File: src/rtl/dtbl_pkg.sv
// Shared types and constants of the dual token bucket limiter.
`default_nettype none
package dtbl_pkg;
  localparam int unsigned TableDepth = 64;
  localparam int unsigned KeyBits    = 64;
  localparam int unsigned TimeBits   = 48;
  localparam int unsigned TokBits    = 26;
  localparam int unsigned AgeBits    = 64;
  localparam int unsigned RateBits   = 16;
  localparam int unsigned LimBits    = 7;
  localparam int unsigned CntOutBits = 7;
  localparam int unsigned StatusBits = 2;
  localparam int unsigned CfgIdxBits = 3;

  localparam logic [TokBits-1:0]  UnitsPerToken    = 26'd1000;
  localparam logic [RateBits-1:0] RstCallerRate    = 16'd10;
  localparam logic [RateBits-1:0] RstCallerBurst   = 16'd20;
  localparam logic [RateBits-1:0] RstIdentityRate  = 16'd5;
  localparam logic [RateBits-1:0] RstIdentityBurst = 16'd10;
  localparam logic [LimBits-1:0]  RstLimit         = 7'd64;

  typedef enum logic [CfgIdxBits-1:0] {
    CFG_CALLER_RATE    = 3'd0,
    CFG_CALLER_BURST   = 3'd1,
    CFG_IDENTITY_RATE  = 3'd2,
    CFG_IDENTITY_BURST = 3'd3,
    CFG_CALLER_LIMIT   = 3'd4,
    CFG_IDENTITY_LIMIT = 3'd5
  } cfg_idx_e;

  typedef enum logic [StatusBits-1:0] {
    ST_OK   = 2'd0,
    ST_BUSY = 2'd1,
    ST_BACK = 2'd2
  } status_e;

  typedef enum logic {
    TBL_CALLER   = 1'b0,
    TBL_IDENTITY = 1'b1
  } tbl_e;

  typedef enum logic {
    ITEM_ACQUIRE = 1'b0,
    ITEM_SUCCESS = 1'b1
  } item_cmd_e;

  typedef enum logic [3:0] {
    DP_NOP,
    DP_SCAN_START,
    DP_SCAN,
    DP_RESOLVE,
    DP_READ,
    DP_DIFF,
    DP_MUL,
    DP_SAT,
    DP_FINAL,
    DP_FORGET,
    DP_OUT
  } dp_op_e;

  typedef struct packed {
    dp_op_e op;
    tbl_e   tbl;
  } dp_cmd_t;

  typedef struct packed {
    logic scan_done;
    logic back;
    logic out_stall;
  } dp_stat_t;
endpackage
`default_nettype wire

File: src/rtl/dtbl_ctrl.sv
// Sequencer of the limiter: steps the datapath through scans, refills and the reply.
`default_nettype none
module dtbl_ctrl (
  input  logic               clk_i,
  input  logic               rst_ni,
  input  logic               in_acc_i,
  input  logic               in_cmd_i,
  output logic               in_ready_o,
  input  dtbl_pkg::dp_stat_t stat_i,
  output dtbl_pkg::dp_cmd_t  cmd_o
);
  import dtbl_pkg::*;

  typedef enum logic [4:0] {
    S_IDLE, S_C_SS, S_C_SC, S_C_RES, S_I_SS, S_I_SC, S_I_RES,
    S_C_RD, S_C_DF, S_C_MU, S_C_ST, S_I_RD, S_I_DF, S_I_MU, S_I_ST,
    S_FIN, S_FGT, S_OUT
  } state_e;

  state_e  state_q, state_d;
  logic    fgt_q;
  dp_cmd_t cmd_q;

  function automatic dp_cmd_t cmd_of(input state_e s);
    dp_cmd_t c;
    c.tbl = TBL_CALLER;
    c.op  = DP_NOP;
    unique case (s)
      S_C_SS:  c.op = DP_SCAN_START;
      S_C_SC:  c.op = DP_SCAN;
      S_C_RES: c.op = DP_RESOLVE;
      S_C_RD:  c.op = DP_READ;
      S_C_DF:  c.op = DP_DIFF;
      S_C_MU:  c.op = DP_MUL;
      S_C_ST:  c.op = DP_SAT;
      S_I_SS:  begin c.op = DP_SCAN_START; c.tbl = TBL_IDENTITY; end
      S_I_SC:  begin c.op = DP_SCAN;       c.tbl = TBL_IDENTITY; end
      S_I_RES: begin c.op = DP_RESOLVE;    c.tbl = TBL_IDENTITY; end
      S_I_RD:  begin c.op = DP_READ;       c.tbl = TBL_IDENTITY; end
      S_I_DF:  begin c.op = DP_DIFF;       c.tbl = TBL_IDENTITY; end
      S_I_MU:  begin c.op = DP_MUL;        c.tbl = TBL_IDENTITY; end
      S_I_ST:  begin c.op = DP_SAT;        c.tbl = TBL_IDENTITY; end
      S_FIN:   c.op = DP_FINAL;
      S_FGT:   begin c.op = DP_FORGET;     c.tbl = TBL_IDENTITY; end
      S_OUT:   c.op = DP_OUT;
      default: c.op = DP_NOP;
    endcase
    return c;
  endfunction

  always_comb begin
    state_d = state_q;
    unique case (state_q)
      S_IDLE:  if (in_acc_i) begin
        state_d = (item_cmd_e'(in_cmd_i) == ITEM_SUCCESS) ? S_I_SS : S_C_SS;
      end
      S_C_SS:  state_d = S_C_SC;
      S_C_SC:  if (stat_i.scan_done) begin
        state_d = S_C_RES;
      end
      S_C_RES: state_d = S_I_SS;
      S_I_SS:  state_d = S_I_SC;
      S_I_SC:  if (stat_i.scan_done) begin
        state_d = fgt_q ? S_FGT : S_I_RES;
      end
      S_I_RES: state_d = S_C_RD;
      S_C_RD:  state_d = S_C_DF;
      S_C_DF:  state_d = S_C_MU;
      S_C_MU:  state_d = stat_i.back ? S_OUT : S_C_ST;
      S_C_ST:  state_d = S_I_RD;
      S_I_RD:  state_d = S_I_DF;
      S_I_DF:  state_d = S_I_MU;
      S_I_MU:  state_d = stat_i.back ? S_OUT : S_I_ST;
      S_I_ST:  state_d = S_FIN;
      S_FIN:   state_d = S_OUT;
      S_FGT:   state_d = S_OUT;
      S_OUT:   if (!stat_i.out_stall) begin
        state_d = S_IDLE;
      end
      default: state_d = S_IDLE;
    endcase
  end

  always_ff @(posedge clk_i or negedge rst_ni) begin
    if (!rst_ni) begin
      state_q <= S_IDLE;
      fgt_q   <= 1'b0;
      cmd_q   <= '{op: DP_NOP, tbl: TBL_CALLER};
    end else begin
      state_q <= state_d;
      cmd_q   <= cmd_of(state_d);
      if (in_acc_i) begin
        fgt_q <= (item_cmd_e'(in_cmd_i) == ITEM_SUCCESS);
      end
    end
  end

  assign in_ready_o = (state_q == S_IDLE);
  assign cmd_o      = cmd_q;
endmodule
`default_nettype wire
File: config.mk
export PLATFORM = sky130hd
export DESIGN_NAME = dtbl_ctrl
export DESIGN_NICKNAME = d
export VERILOG_FILES = /design/src/rtl/dtbl_pkg.sv /design/src/rtl/dtbl_ctrl.sv
export SDC_FILE = /design/constraint.sdc
export NUM_CORES = 1
export LEC_CHECK = 0
export BUFFER_PORTS_ARGS = -buffer_cell sky130_fd_sc_hd__buf_2
export CAP_MARGIN = 40
export CORE_UTILIZATION = 45
export CTS_BUF_LIST = sky130_fd_sc_hd__clkbuf_8
export DETAILED_ROUTE_END_ITERATION = 10
export PLACE_DENSITY = 0.66
export SKIP_LAST_GASP = 1
export SLEW_MARGIN = 10
export SYNTH_ARGS = -nofsm -noshare
export SYNTH_HDL_FRONTEND = slang
export SYNTH_SLANG_ARGS = --single-unit
File: constraint.sdc
create_clock -name clk_i -period 4.8 [get_ports clk_i]
set_input_delay 0.24 -clock clk_i [delete_from_list [all_inputs] [get_ports clk_i]]
set_output_delay 0.24 -clock clk_i [all_outputs]
set_load 0.01 [all_outputs]
==> flow_metrics.env <==
export IMPL_area_growth_pct=11.33
export IMPL_peakVddDrop_mv=0.4617
export IMPL_synthCells=89
export IMPL_reg2reg_from="state_q[1]$_DFF_PN0_"
export IMPL_antenna_found_initial=0
export IMPL_finClkSkew_ns=0.001918
export IMPL_slew_violations=0
export IMPL_place_congestion=0.8768
export IMPL_die_width_um=43.45
export IMPL_clk_path_buf_depth=2
export IMPL_final_util_pct=55.22
export IMPL_yosys_register_bits=11
export IMPL_synth_nets=96
export IMPL_totalWireLength_um=1692
export IMPL_cp_required_ns=4.92
export IMPL_core_area_um2=1559
export IMPL_dpl_hpwl_um=1158
export IMPL_fp_dieH_um=43.45
export IMPL_synth_yosys_seq_area_share_pct=35.60
export IMPL_initial_core_util_pct=49.60
export IMPL_worstPathMaxFanout=21
export IMPL_cp_arrival_ns=2.41
export IMPL_htree_levels=1
export IMPL_ys_warn_count=0
export IMPL_tns_ns=0
export IMPL_leakage_nw=0.3807
export IMPL_crit_type="reg2reg"
export IMPL_period_share_pct=47.81
export IMPL_dieArea_um2=1888
export IMPL_syn_area_per_cell_um2=8.688
export IMPL_yosysUniqueCellTypes=34
export IMPL_grt_pass1_wl_um=2773
export IMPL_drive_gt1_share_pct=23.23
export IMPL_startpoint="state_q[1]$_DFF_PN0_"
export IMPL_pin_count=13
export IMPL_seqCellArea_um2=275.3
export IMPL_end_kind="flip-flop"
export IMPL_cts_buffers_inserted=3
export IMPL_clk_latency_ns=0.24
export IMPL_worst_pin_slew_ns=0.6489
export IMPL_post_cts_buffers=0
export IMPL_cts_clk_slew_worst_paths_ns=0.05
export IMPL_finalSetupViolCount=0
export IMPL_fin_nets=107
export IMPL_max_freq_mhz=435.7
export IMPL_cts_sinks=11
export IMPL_diodes=0
export IMPL_drtIter0Drc=29
export IMPL_violations="DRC"
export IMPL_min_period_ns=2.295
export IMPL_num_fill_cells=137
export IMPL_first_pass_iters=7
export IMPL_hold_violations=0
export IMPL_slew_headroom_pct=56.74
export IMPL_route_detailed_drc=2
export IMPL_multi_input_area_um2=446.7
export IMPL_io_buffer_count=12
export IMPL_start_kind="flip-flop"
export IMPL_grt_start_max_net_pins=22
export IMPL_power_density_nw_per_um2=796.6
export IMPL_track_usage_pct=20.14
export IMPL_maxCapViolCount=0
export IMPL_num_vias=708
export IMPL_power_total_mw=0.6857
export IMPL_overflow=0
export IMPL_rsz0062_at_grt="false"
export IMPL_detail_route_wl_per_cell_um=14.71
export IMPL_outcome="finished, violations left"
export IMPL_hold_path_class="in2reg"
export IMPL_root_buffer="clkbuf_8"
export IMPL_ant_nets=0
export IMPL_rows=14
export IMPL_cts_tree="done"
export IMPL_dp_cells=110
export IMPL_hp_start="in_cmd_i"
export IMPL_viasPerCell=6.157
export IMPL_syn_area_um2=773.2
export IMPL_grt_pass1_vias=662
export IMPL_finalNonFillerCells=115
==> registers in the layout (all words and copies together) (netlist names) <==
register and cells:
fgt_q 1, state_q 5, cmd_o 5
==> stage by stage <==
stage / setup WS, ns / hold WS, ns / area, µm²
2_1_floorplan: 2.971 / -0.05559 / 773.2
3_3_place_gp: 2.577 / 0.1265 / 805.8
3_5_place_dp: 2.570 / 0.1242 / 805.8
4_1_cts: 2.548 / 0.2511 / 860.8
5_1_grt: 2.417 / 0.2616 / 860.8
6_report: 2.505 / 0.2578 / 860.8
==> kinds of logic (layout without fill, tap and decap cells) <==
logic type / after synthesis / count (layout) / synth area share (%)
simple gates: 39 / 39 / 27.02
buf+inv: 8 / 18 / 6.633
compound gates: 28 / 28 / 26.70
mux: 3 / 3 / 4.045
flops: 11 / 11 / 35.60
==> critical path, cell delays in order, from the launching register on <==
cell and delay, ns:
dfrtp_1 0.75, nor3_1 0.20, and2_4 0.21, and3_1 0.18, or4_4 0.50, a311o_1 0.33
==> cell usage in the layout, fill, tap and decap left out <==
cell,instances
nor2_1,12
dlygate4sd3_1,1
o22ai_4,1
dfrtp_1,11
a311o_1,1
or4_4,2
nand2_2,1
a21oi_1,8
and3b_1,1
mux2_2,1
a211oi_1,2
a32oi_1,1
and2_4,1
buf_2,12
mux2i_1,2
o2111ai_1,1
o31a_1,1
nor3_1,2
and3_1,1
clkbuf_8,3
inv_1,2
nand3b_1,1
nor2b_1,3
o311a_1,1
a22oi_1,2
nand2b_1,3
a21boi_0,1
nand2_1,8
o21ai_0,3
a2bb2o_2,1
o31ai_1,2
a31oi_1,1
o211ai_1,2
nor2_4,1
nand3_1,3
==> timing repair <==
item                      4_1_cts  5_1_grt
resized for setup               0        0
hold endpoints to repair       11        0
hold buffers                    1        0
==> where the power goes <==
group	total, mW	internal, mW	switching [mW]	leakage (nW)
clock	0.0903	0.0561	0.0342	0.0269
sequential	0.228	0.137	0.0917	0.137
combinational	0.367	0.182	0.185	0.217
total	0.686	0.375	0.311	0.381
==> area by class of cell <==
type	instances	share of cell area (%)
inverters	1	0.4360
flip-flops and latches	11	31.98
multi-input cells	70	51.89
repair buffers	13	8.140
clock inverters	1	0.4360
clock buffers	3	4.797
well taps	16	2.326
==> synthesized netlist by cell type, drive strengths merged <==
| cell type | instances | area [µm²] |
|---|---|---|
| nor2 | 13 | 56.30 |
| dfrtp | 11 | 275.3 |
| nand2 | 9 | 36.29 |
| a21oi | 8 | 40.04 |
| buf | 7 | 47.54 |
| nand2b | 3 | 18.77 |
| nand3 | 3 | 15.01 |
| nor2b | 3 | 18.77 |
| o21ai | 3 | 15.01 |
| a211oi | 2 | 15.01 |
| a22oi | 2 | 15.01 |
| mux2i | 2 | 20.02 |
| nor3 | 2 | 10.01 |
| o211ai | 2 | 15.01 |
| o31ai | 2 | 15.01 |
| or4 | 2 | 22.52 |
| a21boi | 1 | 7.510 |
| a2bb2o | 1 | 11.26 |
| a311o | 1 | 10.01 |
| a31oi | 1 | 6.260 |
| a32oi | 1 | 8.760 |
| and2 | 1 | 8.760 |
| and3 | 1 | 6.260 |
| and3b | 1 | 8.760 |
| inv | 1 | 3.750 |
| mux2 | 1 | 11.26 |
| nand3b | 1 | 7.510 |
| o2111ai | 1 | 8.760 |
| o22ai | 1 | 20.02 |
| o311a | 1 | 10.01 |
| o31a | 1 | 8.760 |
==> path summary, 6_finish.rpt <==
path | end | slack, ns | cells past startpoint
max | cmd_o[2]$_DFF_PN0_ | 2.51 | 5
min | fgt_q$_DFFE_PN0P_ | 0.26 | 2
max reg2reg | cmd_o[2]$_DFF_PN0_ | 2.51 | 5
min reg2reg | fgt_q$_DFFE_PN0P_ | 0.54 | 1
max in group asynchronous | cmd_o[0]$_DFF_PN0_ | 4.17 | 2
min in group asynchronous | fgt_q$_DFFE_PN0P_ | 0.42 | 2
==> layer usage <==
layer  track usage [%]  vias up  wire, µm
li1                  -      347         -
met1             24.87      327       772
met2             30.30       30       754
met3             8.750        4       136
met4             9.375        0        28
met5                 0        -         0
Note: power is estimated with default switching activity, not from simulation.
